<file path="src/sv/dasp_pkg.sv">
// Package for the angle string parser: character codes, register indexes,
// field widths and the numeric field converter. No dependencies.
package dasp_pkg;

	localparam int STORE_DEPTH = 9;
	localparam int COUNT_W     = 4;
	localparam int ANGLE_W     = 22;
	localparam int MAG_W       = 10;

	localparam logic [COUNT_W-1:0] COUNT_SAT = 4'd10;
	localparam logic [COUNT_W-1:0] LEN_SHORT = 4'd6;
	localparam logic [COUNT_W-1:0] LEN_LONG  = 4'd9;

	localparam logic [0:0] REG_SIGN_REQUIRED  = 1'b0;
	localparam logic [0:0] REG_HIGH_PRECISION = 1'b1;

	localparam logic [7:0] CH_SPACE = 8'h20;
	localparam logic [7:0] CH_TAB   = 8'h09;
	localparam logic [7:0] CH_CR    = 8'h0D;
	localparam logic [7:0] CH_PLUS  = 8'h2B;
	localparam logic [7:0] CH_MINUS = 8'h2D;
	localparam logic [7:0] CH_ZERO  = 8'h30;
	localparam logic [7:0] CH_NINE  = 8'h39;
	localparam logic [7:0] CH_COLON = 8'h3A;
	localparam logic [7:0] CH_STAR  = 8'h2A;
	localparam logic [7:0] CH_DEG   = 8'hDF;
	localparam logic [7:0] CH_TICK  = 8'h27;
	localparam logic [7:0] CH_NONE  = 8'h00;

	localparam logic [MAG_W-1:0] DEG_MAX_SIGNED = 10'd90;
	localparam logic [MAG_W-1:0] DEG_MAX        = 10'd360;
	localparam logic [MAG_W-1:0] MINSEC_MAX     = 10'd59;

	localparam logic signed [ANGLE_W-1:0] ARCSEC_PER_DEG = 22'sd3600;
	localparam logic [11:0]               ARCSEC_PER_MIN = 12'd60;

	typedef enum logic [1:0] {
		PH_WS,
		PH_SIGN,
		PH_DIGIT,
		PH_DONE
	} conv_phase_t;

	typedef struct packed {
		logic             ok;
		logic             neg;
		logic [MAG_W-1:0] mag;
	} conv_t;

	function automatic logic is_ws(input logic [7:0] c);
		return (c == CH_SPACE) || (c inside {[CH_TAB:CH_CR]});
	endfunction

	function automatic logic is_digit(input logic [7:0] c);
		return c inside {[CH_ZERO:CH_NINE]};
	endfunction

	// strtol-style conversion of up to three bytes; pad short fields with CH_NONE
	function automatic conv_t conv_field(input logic [7:0] b0, input logic [7:0] b1,
		input logic [7:0] b2);
		logic [7:0]       bs [3];
		logic [7:0]       c;
		conv_phase_t      ph;
		logic             used;
		logic             neg;
		logic             any;
		logic [MAG_W-1:0] acc;
		conv_t            r;
		bs[0] = b0;
		bs[1] = b1;
		bs[2] = b2;
		ph    = PH_WS;
		neg   = 1'b0;
		any   = 1'b0;
		acc   = '0;
		for (int i = 0; i < 3; i++) begin
			c    = bs[i];
			used = 1'b0;
			if (ph == PH_WS) begin
				if (is_ws(c)) begin
					used = 1'b1;
				end else begin
					ph = PH_SIGN;
				end
			end
			if (!used && ph == PH_SIGN) begin
				ph = PH_DIGIT;
				if (c == CH_PLUS || c == CH_MINUS) begin
					neg  = (c == CH_MINUS);
					used = 1'b1;
				end
			end
			if (!used && ph == PH_DIGIT) begin
				if (is_digit(c)) begin
					acc = MAG_W'((acc << 3) + (acc << 1) + {6'b0, c[3:0]});
					any = 1'b1;
				end else begin
					ph = PH_DONE;
				end
			end
		end
		r.ok  = any;
		r.neg = neg;
		r.mag = acc;
		return r;
	endfunction

endpackage

</file>
<file path="src/sv/dms_angle_string_parser_unit.sv">
// Angle string parser (degrees, minutes, optional seconds) with APB setup.
// Depends on dasp_pkg.
//
// Usage:
//  - s_axis carries one character per request in tdata, tlast marks the
//    final character of the string. Leading spaces are dropped.
//  - On the final character one result leaves on m_axis: tdata[0] is the
//    accept flag, tdata[22:1] the signed arcsecond count (zero on reject).
//    Characters that are not last produce no result.
//  - A result reaches m_axis through the input register and then the result
//    register, which loads when its last character leaves the input
//    register.
//  - Throughput: one character per cycle but for the stall below, set by the
//    single evaluation stage between the input register and the result register.
//  - A stalled m_axis holds its result; the input register still takes
//    characters that do not end a string, and stalls only behind a last
//    character while the result register is full.
//  - The APB port sets sign_required (0x0) and high_precision (0x4); write
//    it only while no string is in flight.
//  - Reset clears both registers, the character count and both valid
//    flags; the character store needs no clearing.
module dms_angle_string_parser_unit (
	input  logic        clk,
	input  logic        arst_n,
	input  logic        s_axis_tvalid,
	output logic        s_axis_tready,
	input  logic [7:0]  s_axis_tdata,   // [7:0] char_byte
	input  logic        s_axis_tlast,
	output logic        m_axis_tvalid,
	input  logic        m_axis_tready,
	output logic [23:0] m_axis_tdata,   // [0] parse_ok, [22:1] angle_arcsec, [23] zero
	input  logic        psel,
	input  logic        penable,
	input  logic        pwrite,
	input  logic [2:0]  paddr,
	input  logic [31:0] pwdata,
	output logic [31:0] prdata,
	output logic        pready
);

	localparam int AW = dasp_pkg::ANGLE_W;
	localparam int CW = dasp_pkg::COUNT_W;

	logic sign_required_q;
	logic high_precision_q;

	logic       valid_s1;
	logic [7:0] char_s1;
	logic       last_s1;
	logic       advance_s1;

	logic          skip_q;
	logic [CW-1:0] count_q;
	logic [7:0]    store_q [dasp_pkg::STORE_DEPTH];

	logic          out_valid_q;
	logic          parse_ok_q;
	logic [AW-1:0] angle_q;

	logic          out_free;
	logic          wr_store;
	logic [CW-1:0] count_next;
	logic [7:0]    e [dasp_pkg::STORE_DEPTH];

	dasp_pkg::conv_t deg_c;
	dasp_pkg::conv_t min_c;
	dasp_pkg::conv_t sec_c;

	logic                 len_ok;
	logic                 sign_ok;
	logic                 sgn_neg;
	logic                 sep1_ok;
	logic                 sep2_ok;
	logic                 deg_ok;
	logic                 min_ok;
	logic                 sec_ok;
	logic                 all_ok;
	logic [5:0]           sec_v;
	logic [11:0]          ms_v;
	logic signed [AW-1:0] deg_v;
	logic signed [AW-1:0] sum_v;
	logic signed [AW-1:0] ang_v;

	// configuration port
	assign pready = 1'b1;

	always_ff @(posedge clk or negedge arst_n) begin
		if (!arst_n) begin
			sign_required_q  <= 1'b0;
			high_precision_q <= 1'b0;
		end else if (psel && penable && pwrite && pready) begin
			if (paddr[2] == dasp_pkg::REG_SIGN_REQUIRED) begin
				sign_required_q <= pwdata[0];
			end else begin
				high_precision_q <= pwdata[0];
			end
		end
	end

	always_comb begin
		prdata = '0;
		if (paddr[2] == dasp_pkg::REG_SIGN_REQUIRED) begin
			prdata[0] = sign_required_q;
		end else begin
			prdata[0] = high_precision_q;
		end
	end

	// input register
	assign out_free      = !out_valid_q || m_axis_tready;
	assign advance_s1    = valid_s1 && (!last_s1 || out_free);
	assign s_axis_tready = !valid_s1 || advance_s1;

	always_ff @(posedge clk or negedge arst_n) begin
		if (!arst_n) begin
			valid_s1 <= 1'b0;
		end else if (s_axis_tready) begin
			valid_s1 <= s_axis_tvalid;
		end
	end

	always_ff @(posedge clk) begin
		if (s_axis_tready && s_axis_tvalid) begin
			char_s1 <= s_axis_tdata;
			last_s1 <= s_axis_tlast;
		end
	end

	// character store and count
	assign wr_store = valid_s1 && !(skip_q && char_s1 == dasp_pkg::CH_SPACE);

	always_comb begin
		count_next = count_q;
		if (wr_store && count_q != dasp_pkg::COUNT_SAT) begin
			count_next = CW'(count_q + 1'b1);
		end
	end

	always_ff @(posedge clk or negedge arst_n) begin
		if (!arst_n) begin
			skip_q  <= 1'b1;
			count_q <= '0;
		end else if (advance_s1) begin
			if (last_s1) begin
				skip_q  <= 1'b1;
				count_q <= '0;
			end else begin
				if (wr_store) begin
					skip_q <= 1'b0;
				end
				count_q <= count_next;
			end
		end
	end

	always_ff @(posedge clk) begin
		if (advance_s1 && wr_store && count_q < CW'(dasp_pkg::STORE_DEPTH)) begin
			store_q[count_q] <= char_s1;
		end
	end

	// evaluate the string including the character in the input register
	always_comb begin
		for (int i = 0; i < dasp_pkg::STORE_DEPTH; i++) begin
			e[i] = (wr_store && count_q == CW'(i)) ? char_s1 : store_q[i];
		end
	end

	always_comb begin
		if (sign_required_q) begin
			deg_c = dasp_pkg::conv_field(e[1], e[2], dasp_pkg::CH_NONE);
		end else begin
			deg_c = dasp_pkg::conv_field(e[0], e[1], e[2]);
		end
		min_c = dasp_pkg::conv_field(e[4], e[5], dasp_pkg::CH_NONE);
		sec_c = dasp_pkg::conv_field(e[7], e[8], dasp_pkg::CH_NONE);

		if (high_precision_q) begin
			len_ok = (count_next == dasp_pkg::LEN_LONG);
		end else begin
			len_ok = (count_next == dasp_pkg::LEN_SHORT) || (count_next == dasp_pkg::LEN_LONG);
		end

		sign_ok = !sign_required_q || e[0] == dasp_pkg::CH_PLUS || e[0] == dasp_pkg::CH_MINUS;
		sgn_neg = sign_required_q && e[0] == dasp_pkg::CH_MINUS;
		sep1_ok = e[3] inside {dasp_pkg::CH_COLON, dasp_pkg::CH_STAR, dasp_pkg::CH_DEG};
		sep2_ok = !high_precision_q || e[6] inside {dasp_pkg::CH_COLON, dasp_pkg::CH_TICK};

		if (sign_required_q) begin
			deg_ok = deg_c.ok && deg_c.mag <= dasp_pkg::DEG_MAX_SIGNED;
		end else begin
			deg_ok = deg_c.ok && (deg_c.neg ? deg_c.mag == '0 : deg_c.mag <= dasp_pkg::DEG_MAX);
		end
		min_ok = min_c.ok && (min_c.neg ? min_c.mag == '0 : min_c.mag <= dasp_pkg::MINSEC_MAX);
		sec_ok = !high_precision_q || !sec_c.ok ||
			(sec_c.neg ? sec_c.mag == '0 : sec_c.mag <= dasp_pkg::MINSEC_MAX);

		all_ok = len_ok && sign_ok && sep1_ok && sep2_ok && deg_ok && min_ok && sec_ok;

		sec_v = (high_precision_q && sec_c.ok) ? sec_c.mag[5:0] : 6'd0;
		ms_v  = 12'({6'b0, min_c.mag[5:0]} * dasp_pkg::ARCSEC_PER_MIN) + {6'b0, sec_v};
		deg_v = deg_c.neg ? -signed'(AW'(deg_c.mag)) : signed'(AW'(deg_c.mag));
		sum_v = AW'(deg_v * dasp_pkg::ARCSEC_PER_DEG) + signed'(AW'(ms_v));
		ang_v = sgn_neg ? -sum_v : sum_v;
	end

	// result register
	always_ff @(posedge clk or negedge arst_n) begin
		if (!arst_n) begin
			out_valid_q <= 1'b0;
		end else if (advance_s1 && last_s1) begin
			out_valid_q <= 1'b1;
		end else if (m_axis_tready) begin
			out_valid_q <= 1'b0;
		end
	end

	always_ff @(posedge clk) begin
		if (advance_s1 && last_s1) begin
			parse_ok_q <= all_ok;
			angle_q    <= all_ok ? ang_v : '0;
		end
	end

	assign m_axis_tvalid = out_valid_q;
	assign m_axis_tdata  = {1'b0, angle_q, parse_ok_q};

endmodule

</file>
<file path="config.mk">
export PLATFORM = sky130hd
export DESIGN_NAME = dms_angle_string_parser_unit
export DESIGN_NICKNAME = d
export VERILOG_FILES = /design/src/sv/dasp_pkg.sv /design/src/sv/dms_angle_string_parser_unit.sv
export SDC_FILE = /design/constraint.sdc
export NUM_CORES = 1
export LEC_CHECK = 0
export BUFFER_PORTS_ARGS = -buffer_cell sky130_fd_sc_hd__clkbuf_2
export CAP_MARGIN = 20
export CORE_ASPECT_RATIO = 0.5
export CORE_MARGIN = 1.5
export CORE_UTILIZATION = 50
export CTS_CLUSTER_DIAMETER = 200
export DETAILED_ROUTE_END_ITERATION = 7
export HOLD_SLACK_MARGIN = 0.12
export PLACE_DENSITY_LB_ADDON = 0.12
export SETUP_SLACK_MARGIN = 0.15
export SYNTH_ARGS = -nofsm -noshare
export SYNTH_HDL_FRONTEND = slang
export SYNTH_SLANG_ARGS = --single-unit
</file>
<file path="constraint.sdc">
create_clock -name clk -period 19.6 [get_ports clk]
set_clock_uncertainty 0.05 [all_clocks]
set_input_delay 2.94 -clock clk [delete_from_list [all_inputs] [get_ports clk]]
set_output_delay 2.94 -clock clk [all_outputs]
set_load 0.03 [all_outputs]
</file>
==> metrics.txt, run 1 <==
status complete, no violations; post_cts resized 0; routed vias/inst a little under 6; Leak 0.00558 uW; Slew Viols, Final 0; sequential element share of the synthesized area about 27%; Hold Crit Class reg2reg; CP delay by family, top adder cells; largest net degree at the start of global routing 28; final worst-path cycle share 58.0%; vias 9,483; area share of the largest cell type after synthesis 25.4%; Final Hold Viols 0; Diodes inserted 0; Worst EP arrival between 10 and 15 ns; row cnt 40; # nets final 1,491; Clock Path Buffers 2; Power Total around 830 uW; post-DP HPWL around 22,000 um; Die X-Extent approximately 220 um; Ports 110; Setup Buffers After CTS 0; initial core utilization between 50% and 60%; Rel. slew slack between 20 and 30%; worst vdd ir slightly above 0.06 mV; Initial DRC Count between 500 and 600; initial antenna violation count 0; RSZ-0062 raised after global routing no; Total GRT Usage 23.7%; grt total ovfl 0; final core utilization between 50% and 60%; Placer Congestion 0.878; area grow syn2layout 7.23%; Clock transition at path regs 0.05 ns; Worst EP required 19.68 ns; number of synthesized flops with an enable pin 104; CP max stage delay between 0.5 and 0.6 ns; vias in the first global route between 9,000 and 10,000; endpoints failing setup 0; CTS sink count 113; cts hold-fix bufs 0; core box area about 0.024 mm2; ys flop type edfxtp_1; synth top area cells edfxtp_1 25%, ha_1 12%, fa_1 5.9%; Initial DRT Pass Iterations 6; Worst path slowest cell fa_1; critical path endpoint category flip-flop; Clock Latency Late Sink about 0.44 ns; final hold slack ~0.44 ns; proportion of layout cells with a drive suffix above 1 about 14%; Period minus WS final 11.36 ns; Power Dens Cells between 60 and 70 mW/mm2; DRC Markers 0; critical-path maximum fanout 8; async set or reset register ratio after synthesis roughly 8.0%; antenna-violating nets left 0; Mapped Area about 0.012 mm2; chip height 114 um; Mapped Avg Cell Area 9.83 um2; maxcap violations 0; Critical Path Most Common Cell ha_1; final WL 29,300 um; maximum clock rate approximately 0.09 GHz; Yosys top cell by area edfxtp_1; commonest cells after routing, fill and taps aside 119 x ha_1, 104 x edfxtp_1, 82 x inv_1, 77 x nor2_1, 76 x nand2_1; yosys warns 0; Tightest Pin Transition ~1.1 ns; port bufs 43; fill count about 2,100; CTS tree yes; CP Launch Type flip-flop; Die Area about 0.026 mm2; first-pass GRT wire length ~47,000 um; Critical Setup Path Class reg2reg; TritonCTS buffer count 17; Seq cells post-synth 113; post-synthesis cell count approximately 1,200; mean routed wirelength per cell approximately 18 um; final setup TNS 0 ns; WP buf/inv 2; synth unique cells 104; CTS root buf clkbuf_16; commonest non-fill, non-tap cell in the layout ha_1; H-tree levels 4
## cell type report
class	instances	area [um2]	share of cell area [%]
inverter	82	308	2.34
clock inverter	14	115	0.875
timing repair buffer	59	335	2.55
multi-input combinational	1012	8230	62.5
tap	315	394	2.99
clock buffer	18	429	3.26
sequential	113	3350	25.4
## cells in the mapped netlist (5+ instances only)
cell      count
nand3_1      34
nor3b_1      10
xor2_1       40
inv_1        82
fa_1         36
nor4_1        5
nand4b_1      8
a32oi_1       6
buf_4        39
mux2_2       15
and2_1       16
buf_2         6
o31ai_4       5
dfrtp_1       8
nand2_1      76
nor2b_1      12
nor3_1       29
buf_6        10
o21bai_1      7
xnor2_1      56
ha_1        119
o21ai_0      46
o21a_1        9
a21oi_1      55
a21o_1       27
clkbuf_1     17
nand4_1      21
o31ai_1       7
or2_2        10
edfxtp_1    104
and3_1        9
o211ai_1     13
a31oi_1      21
nand2b_1     19
or3_1         8
a211oi_1     10
a211oi_2     21
mux2i_1      33
nand3b_1      5
nor2_1       77
## power breakdown
part           internal, uW  switching, uW
logic                  81.2            163
clock network           172            112
registers               281           17.1
## through the flow
stage | instances | setup slack (ns) | instance area, um2
after floorplan | 1280 | 9.88 | 12400
after global routing | 1613 | 7.58 | 13200
after detailed placement | 1580 | 8.40 | 12600
after CTS | 1612 | 8.34 | 13200
final | 1613 | 8.24 | 13200
after global placement | 1580 | 8.46 | 12600
## cell families (layout without fill, tap and decap cells)
kind of cell | after synthesis | after routing | synth area share [%]
xor+xnor | 99 | 99 | 7.34
compound gates | 305 | 305 | 20.1
other cells | 2 | 33 | 0.0612
buf+inv | 155 | 173 | 6.61
mux | 48 | 48 | 4.07
fa+ha+maj | 155 | 155 | 18.0
flops | 113 | 113 | 27.3
simple gates | 372 | 372 | 16.6
## path summary, 6_finish.rpt
check                           depth (start not counted)  slack, ns                    from                        end
worst min-delay path                                    2       0.44      skip_q$_DFFE_PN1P_         skip_q$_DFFE_PN1P_
worst min register to register                          2       0.44      skip_q$_DFFE_PN1P_         skip_q$_DFFE_PN1P_
worst max register to register                         36       8.24  count_q[0]$_DFFE_PN0P_  angle_q[21]$_SDFFCE_PN0P_
worst max-delay path                                   36       8.24  count_q[0]$_DFFE_PN0P_  angle_q[21]$_SDFFCE_PN0P_
max in group asynchronous                               1      16.85                  arst_n         skip_q$_DFFE_PN1P_
min in group asynchronous                               1       2.35                  arst_n  m_axis_tvalid$_DFFE_PN0P_
## metal layers
layer  track usage, %  vias up  routed length, um
met5                0        -                  0
met4             5.86        0                402
met3             5.07       32               1560
met2             36.5      261              12800
met1             33.9     4526              14500
li1                 -     4664                  -
## worst min-delay path, stage by stage (launching register included)
cell and delay [ns]:
dfstp_2 0.38, nand2_1 0.05, nand2_1 0.05
## state kept, by name, indices dropped and copies added, names as in the netlist
register and flops:
store_q 72, m_axis_tvalid 1, valid_s1 1, parse_ok_q 1, angle_q 22, sign_required_q 1
count_q 4, skip_q 1, last_s1 1, high_precision_q 1, char_s1 8
Power figures use the tool's default switching activity.
==> inputs of run 2 (changes only) <==
- ABC_AREA: default -> 1
- clock period: 19.6 -> 11.05 ns (I/O delays scaled with it)
==> run 2 against run 1 <==
  * First-iteration DRC count rose by 19%
  * Flip-flop and latch count did not move
  * Synthesized cell count rose by 24%
  * Global-route usage fell by 0.13 points
  * Combinational power rose to 5.5 times the previous value
  * Maximum frequency rose by 14%
  * Sequential share of layout area rose by 0.33 points
  * Count of clock-buffer cells in the layout did not move
  * Setup slack got worse by 7.2 ns
==> metrics.txt, run 2 <==
status complete, no violations; Hold Crit Depth 2; Slew Viols, Final 0; async set or reset register ratio after synthesis under 10%; vias in the first global route ~9,400; number of synthesized flops with an enable pin 104; Top Usage Layer GRT met2; final setup TNS 0 ns; Yosys top cell by area edfxtp_1; Post-DP Area about 0.012 mm2; sequential element share of the synthesized area 28.3%; Leak between 0.006 and 0.007 uW; endpoints failing setup 0; Largest regs store_q x72, angle_q x22, char_s1 x8; max reg flops ~70; Hold Path Origin skip_q$_DFFE_PN1P_; FF-to-FF End angle_q[21]$_SDFFCE_PN0P_; CTS sink count about 110; Commonest cells post-synth 339 x nand2_1, 241 x inv_1, 128 x nor2_1; Finished Cell Area about 0.013 mm2; fill count approximately 2,100; largest net degree at the start of global routing 26; maxcap violations 0; Placer Congestion roughly 0.88; Min-Delay Endpoint skip_q$_DFFE_PN1P_; Die X-Extent about 220 um; port bufs 43; final worst-path cycle share between 90% and 100%; Diodes inserted 0; Sequential Area approximately 0.0033 mm2; Tightest Pin Transition about 1.1 ns; Die Area ~0.025 mm2; Worst path slowest cell dfrtp_1; Period minus WS final 9.96 ns; Reg with most FFs store_q; FF-to-FF setup slack 1.09 ns; core box area roughly 0.023 mm2; Clock Latency Late Sink ~0.45 ns; grt total ovfl 0; worst vdd ir 0.121 mV; Initial DRC Count ~650; area grow syn2layout 9.64%; commonest non-fill, non-tap cell in the layout nand2_1; Worst R2R Start valid_s1$_DFFE_PN0N_; antenna-violating nets left 0; Worst EP arrival 10.08 ns; critical-path maximum fanout 25; CTS root buf clkbuf_16; DRC Markers 0; initial antenna violation count 0; cts hold-fix bufs 0; Clock transition at path regs 0.06 ns; Critical Setup Path Class reg2reg; final WL ~28,000 um; synth unique cells between 50 and 60; Clock Path Buffers 2; Seq cells post-synth 113; met2 Use GR between 30% and 40%; Power Dens Cells 188 mW/mm2; vias 10,041; most common cell in the netlist nand2_1; Worst EP required ~11 ns; Hold Crit Class reg2reg; final hold slack 0.471 ns; cell count of the worst reg-to-reg path 48; CP max stage delay 0.92 ns; maximum clock rate approximately 0.1 GHz; routed vias/inst between 5 and 6; Multi-input gate area 0.00727 mm2; CTS tree yes; Initial DRT Pass Iterations 7; TritonCTS buffer count 17; commonest cells after routing, fill and taps aside 339 x nand2_1, 241 x inv_1, 128 x nor2_1, 119 x ha_1, 104 x edfxtp_1; mean routed wirelength per cell ~14 um; H-tree levels 4; Critical Path Most Common Cell nand2_1; # nets final roughly 1,800; critical path endpoint category flip-flop; GR Util met1 between 30% and 40%; post-synthesis cell count 1,554; RSZ-0062 raised after global routing no; chip height 112 um; Mapped Avg Cell Area 7.63 um2; Final Hold Viols 0; ys flop type edfxtp_1; final core utilization 56.4%; Rel. slew slack between 20% and 30%; Total GRT Usage a little under a quarter; post-DP HPWL about 22,000 um; CP Launch Type flip-flop; M3 GR Usage 4.40%; area share of the largest cell type after synthesis a little over a quarter; proportion of layout cells with a drive suffix above 1 11.1%; initial core utilization 51.5%; Ports 110; yosys warns 0; synth top area cells edfxtp_1 26%, ha_1 13%, nand2_1 11%; first-pass GRT wire length between 40,000 and 50,000 um; row cnt 39; Mapped Area 0.0119 mm2
[run 2: critical path, delay by kind of cell (launching register included)]
kind | cells | cell delay [ns]
fa+ha+maj | 9 | 3.24
flops | 1 | 0.92
buf+inv | 6 | 0.56
compound gates | 6 | 1.10
simple gates | 22 | 2.63
xor+xnor | 5 | 1.18
[run 2: where the power goes]
group | switching [uW] | total (uW) | internal [uW]
Combinational | 865 | 1340 | 471
Sequential | 15.2 | 506 | 491
Clock | 220 | 600 | 380
[run 2: routing by layer]
| layer | vias to the layer above | part of all wire [%] |
|---|---|---|
| met4 | 0 | 1.6 |
| met1 | 4635 | 48 |
| met2 | 237 | 45 |
| met3 | 35 | 5.0 |
| met5 | - | 0 |
| li1 | 5134 | - |
[run 2: cells by family (layout without fill, tap and decap cells)]
logic type,count (synthesis),in the layout,synth area share (%)
buf+inv,316,357,11.6
xor+xnor,78,78,5.76
simple gates,711,711,26.8
flops,113,113,28.3
compound gates,178,178,8.79
mux,1,1,0.0845
other cells,2,33,0.0634
fa+ha+maj,155,155,18.6
[run 2: how the worst max path moves through the flow]
stage                                      start                        end  slack [ns]  cells after the start
after floorplan             char_s1[4]$_DFFE_PP_  angle_q[19]$_SDFFCE_PN0P_        2.03                     46
after global placement    count_q[0]$_DFFE_PN0P_  angle_q[21]$_SDFFCE_PN0P_        0.90                     52
after detailed placement  count_q[1]$_DFFE_PN0P_  angle_q[21]$_SDFFCE_PN0P_        0.79                     52
after CTS                 count_q[1]$_DFFE_PN0P_  angle_q[21]$_SDFFCE_PN0P_        0.75                     52
after global routing        char_s1[6]$_DFFE_PP_  angle_q[19]$_SDFFCE_PN0P_        0.17                     52
final                       valid_s1$_DFFE_PN0N_  angle_q[21]$_SDFFCE_PN0P_        1.09                     48
[run 2: what timing repair did]
| action | CTS | global route |
|---|---|---|
| setup endpoints to repair | 0 | 3 |
| resized for setup | 0 | 4 |
| hold endpoints to repair | 0 | 0 |
| setup buffers | 0 | 1 |
[run 2: through the flow]
stage | std cells | total power (uW) | setup WS (ns)
3_5_place_dp | 1897 | 1840 | 0.786
3_3_place_gp | 1897 | 1810 | 0.898
5_1_grt | 1933 | 2680 | 0.169
2_1_floorplan | 1585 | 1590 | 2.03
6_report | 1933 | 2440 | 1.09
4_1_cts | 1929 | 2450 | 0.754
[run 2: layout make-up]
type / instances / share of cell area, %
clock buffer: 18 / 3.30
sequential: 113 / 25.8
clock inverter: 14 / 1.57
timing repair buffer: 65 / 2.93
inverter: 260 / 7.51
tap: 307 / 2.96
multi-input combinational: 1156 / 56.0
==> inputs of run 3 (changes only) <==
- CORE_UTILIZATION: 50 -> 38
==> run 3 against run 2 <==
  * Setup slack got worse by 0.059 ns
  * Sequential power about the same
  * Critical path type unchanged
  * Core utilization decreased by 13 points
  * Global-route usage decreased by 5.1 points
  * Non-clock buffer count increased by 9
  * Power increased by 0.61%
==> metrics.txt, run 3 (synthesis results as in run 2) <==
status complete, no violations; vias in the first global route 9,300; initial antenna violation count 0; Worst R2R Start char_s1[3]$_DFFE_PP_; Clock Path Buffers 2; final worst-path cycle share 90.7%; area grow syn2layout 11.2%; RSZ-0062 raised after global routing yes; Leak between 0.006 and 0.007 uW; chip height between 100 and 150 um; max reg flops roughly 70; Hold Crit Class reg2reg; met2 Use GR roughly 29%; Slew Viols, Final 0; Final WS setup between 1 and 1.5 ns; initial core utilization about two fifths; final setup TNS 0 ns; Diodes inserted 0; Clock Latency Late Sink 0.43 ns; maxcap violations 0; core box area 0.0305 mm2; final WL roughly 29,000 um; vias around 9,900; H-tree levels 4; CTS sink count 113; critical path endpoint category flip-flop; Critical Path Sink angle_q[19]$_SDFFCE_PN0P_; worst vdd ir ~0.11 mV; Die Area approximately 0.032 mm2; Tightest Pin Transition approximately 1.1 ns; proportion of layout cells with a drive suffix above 1 around 12%; routed vias/inst about 4.8; cell count of the worst reg-to-reg path around 50; antenna-violating nets left 0; Worst EP required about 11 ns; Rel. slew slack ~26%; Sequential Area around 0.0033 mm2; FF-to-FF End angle_q[19]$_SDFFCE_PN0P_; critical-path maximum fanout 13; Power Dens Cells 186 mW/mm2; CTS tree yes; Worst EP arrival about 10 ns; Final Hold Viols 0; Setup WS pre-CTS around 0.74 ns; Critical Setup Path Class reg2reg; Period minus WS final roughly 10 ns; Die X-Extent approximately 250 um; Largest regs store_q x72, angle_q x22, char_s1 x8; Reg with most FFs store_q; DRC Markers 0; Ports 110; commonest cells after routing, fill and taps aside 339 x nand2_1, 241 x inv_1, 128 x nor2_1, 119 x ha_1, 104 x edfxtp_1; Total GRT Usage between 10% and 20%; maximum clock rate about 0.1 GHz; largest net degree at the start of global routing 24; commonest non-fill, non-tap cell in the layout nand2_1; FF-to-FF setup slack between 1 and 1.5 ns; Initial DRT Pass Iterations 5; Clock transition at path regs 0.06 ns; post-DP HPWL about 23,000 um; first-pass GRT wire length roughly 47,000 um; fill count ~3,100; grt total ovfl 0; Placer Congestion slightly below 0.9; row cnt 45; CP Launch Type flip-flop; CTS root buf clkbuf_16; port bufs 43; M3 GR Usage under 10%; Critical Path Most Common Cell nand2_1; cts hold-fix bufs 0; CP max stage delay ~0.49 ns; mean routed wirelength per cell around 14 um; # nets final approximately 1,800; Initial DRC Count 546; final hold slack between 0.4 and 0.5 ns; TritonCTS buffer count 17; Top Usage Layer GRT met2; GR Util met1 roughly 26%; Worst path slowest cell fa_1; Multi-input gate area 0.00728 mm2; endpoints failing setup 0; Setup crit start char_s1[3]$_DFFE_PP_
run 3: cell count changes in the layout (fill, tap and decap cells not counted), moves of 2 or more:
cell / delta
clkbuf_4: -2
buf_4: +7
buf_2: +4
clkinv_1: +2
run 3: per-stage QoR:
step           power [uW]  cells  utilization (%)  instance area, um2
3_5_place_dp         1870   2020             41.0               12500
6_report             2460   2058             43.2               13200
4_1_cts              2460   2052             43.0               13100
2_1_floorplan        1590   1585                -               12000
3_3_place_gp         1870   2020             41.0               12500
5_1_grt              2700   2058             43.2               13200
run 3: layout make-up:
| class | instances | area share [%] |
|---|---|---|
| inverter | 260 | 7.41 |
| timing repair buffer | 74 | 3.32 |
| tap | 423 | 4.02 |
| sequential | 113 | 25.4 |
| multi-input combinational | 1156 | 55.2 |
| clock buffer | 17 | 3.23 |
| clock inverter | 15 | 1.38 |
run 3: how the worst min path moves through the flow:
stage	from	end	slack (ns)	depth (start not counted)
finish	skip_q$_DFFE_PN1P_	skip_q$_DFFE_PN1P_	0.47	2
global route	skip_q$_DFFE_PN1P_	skip_q$_DFFE_PN1P_	0.48	2
floorplan	skip_q$_DFFE_PN1P_	skip_q$_DFFE_PN1P_	0.41	2
global placement	skip_q$_DFFE_PN1P_	skip_q$_DFFE_PN1P_	0.43	2
detailed placement	skip_q$_DFFE_PN1P_	skip_q$_DFFE_PN1P_	0.45	2
CTS	skip_q$_DFFE_PN1P_	skip_q$_DFFE_PN1P_	0.46	2
run 3: where the power goes:
| group | switching [uW] | internal (uW) |
|---|---|---|
| combinational | 884 | 498 |
| clock | 215 | 356 |
| sequential | 14.2 | 491 |
| total | 1110 | 1340 |
run 3: timing repair:
item / in CTS / in global routing
setup endpoints to repair: 0 / 3
resized for setup: 0 / 6
setup buffers: 0 / 1
run 3: critical path: cells and delay by family (launching register included):
family / cells / cell delay [ns]
buffers and inverters: 7 / 0.81
adders and majority gates: 9 / 3.27
and+or+nand+nor: 25 / 3.17
DFF: 1 / 0.40
xor gates and xnor gates: 5 / 1.12
AOI/OAI and AO/OA: 4 / 0.75
muxes: 1 / 0.17
run 3: per-layer routing:
layer  vias to the layer above  share of wire, %
li1                       5158                 -
met5                         -                 0
met4                         0               1.3
met2                       168                44
met1                      4552                51
met3                        23               3.5
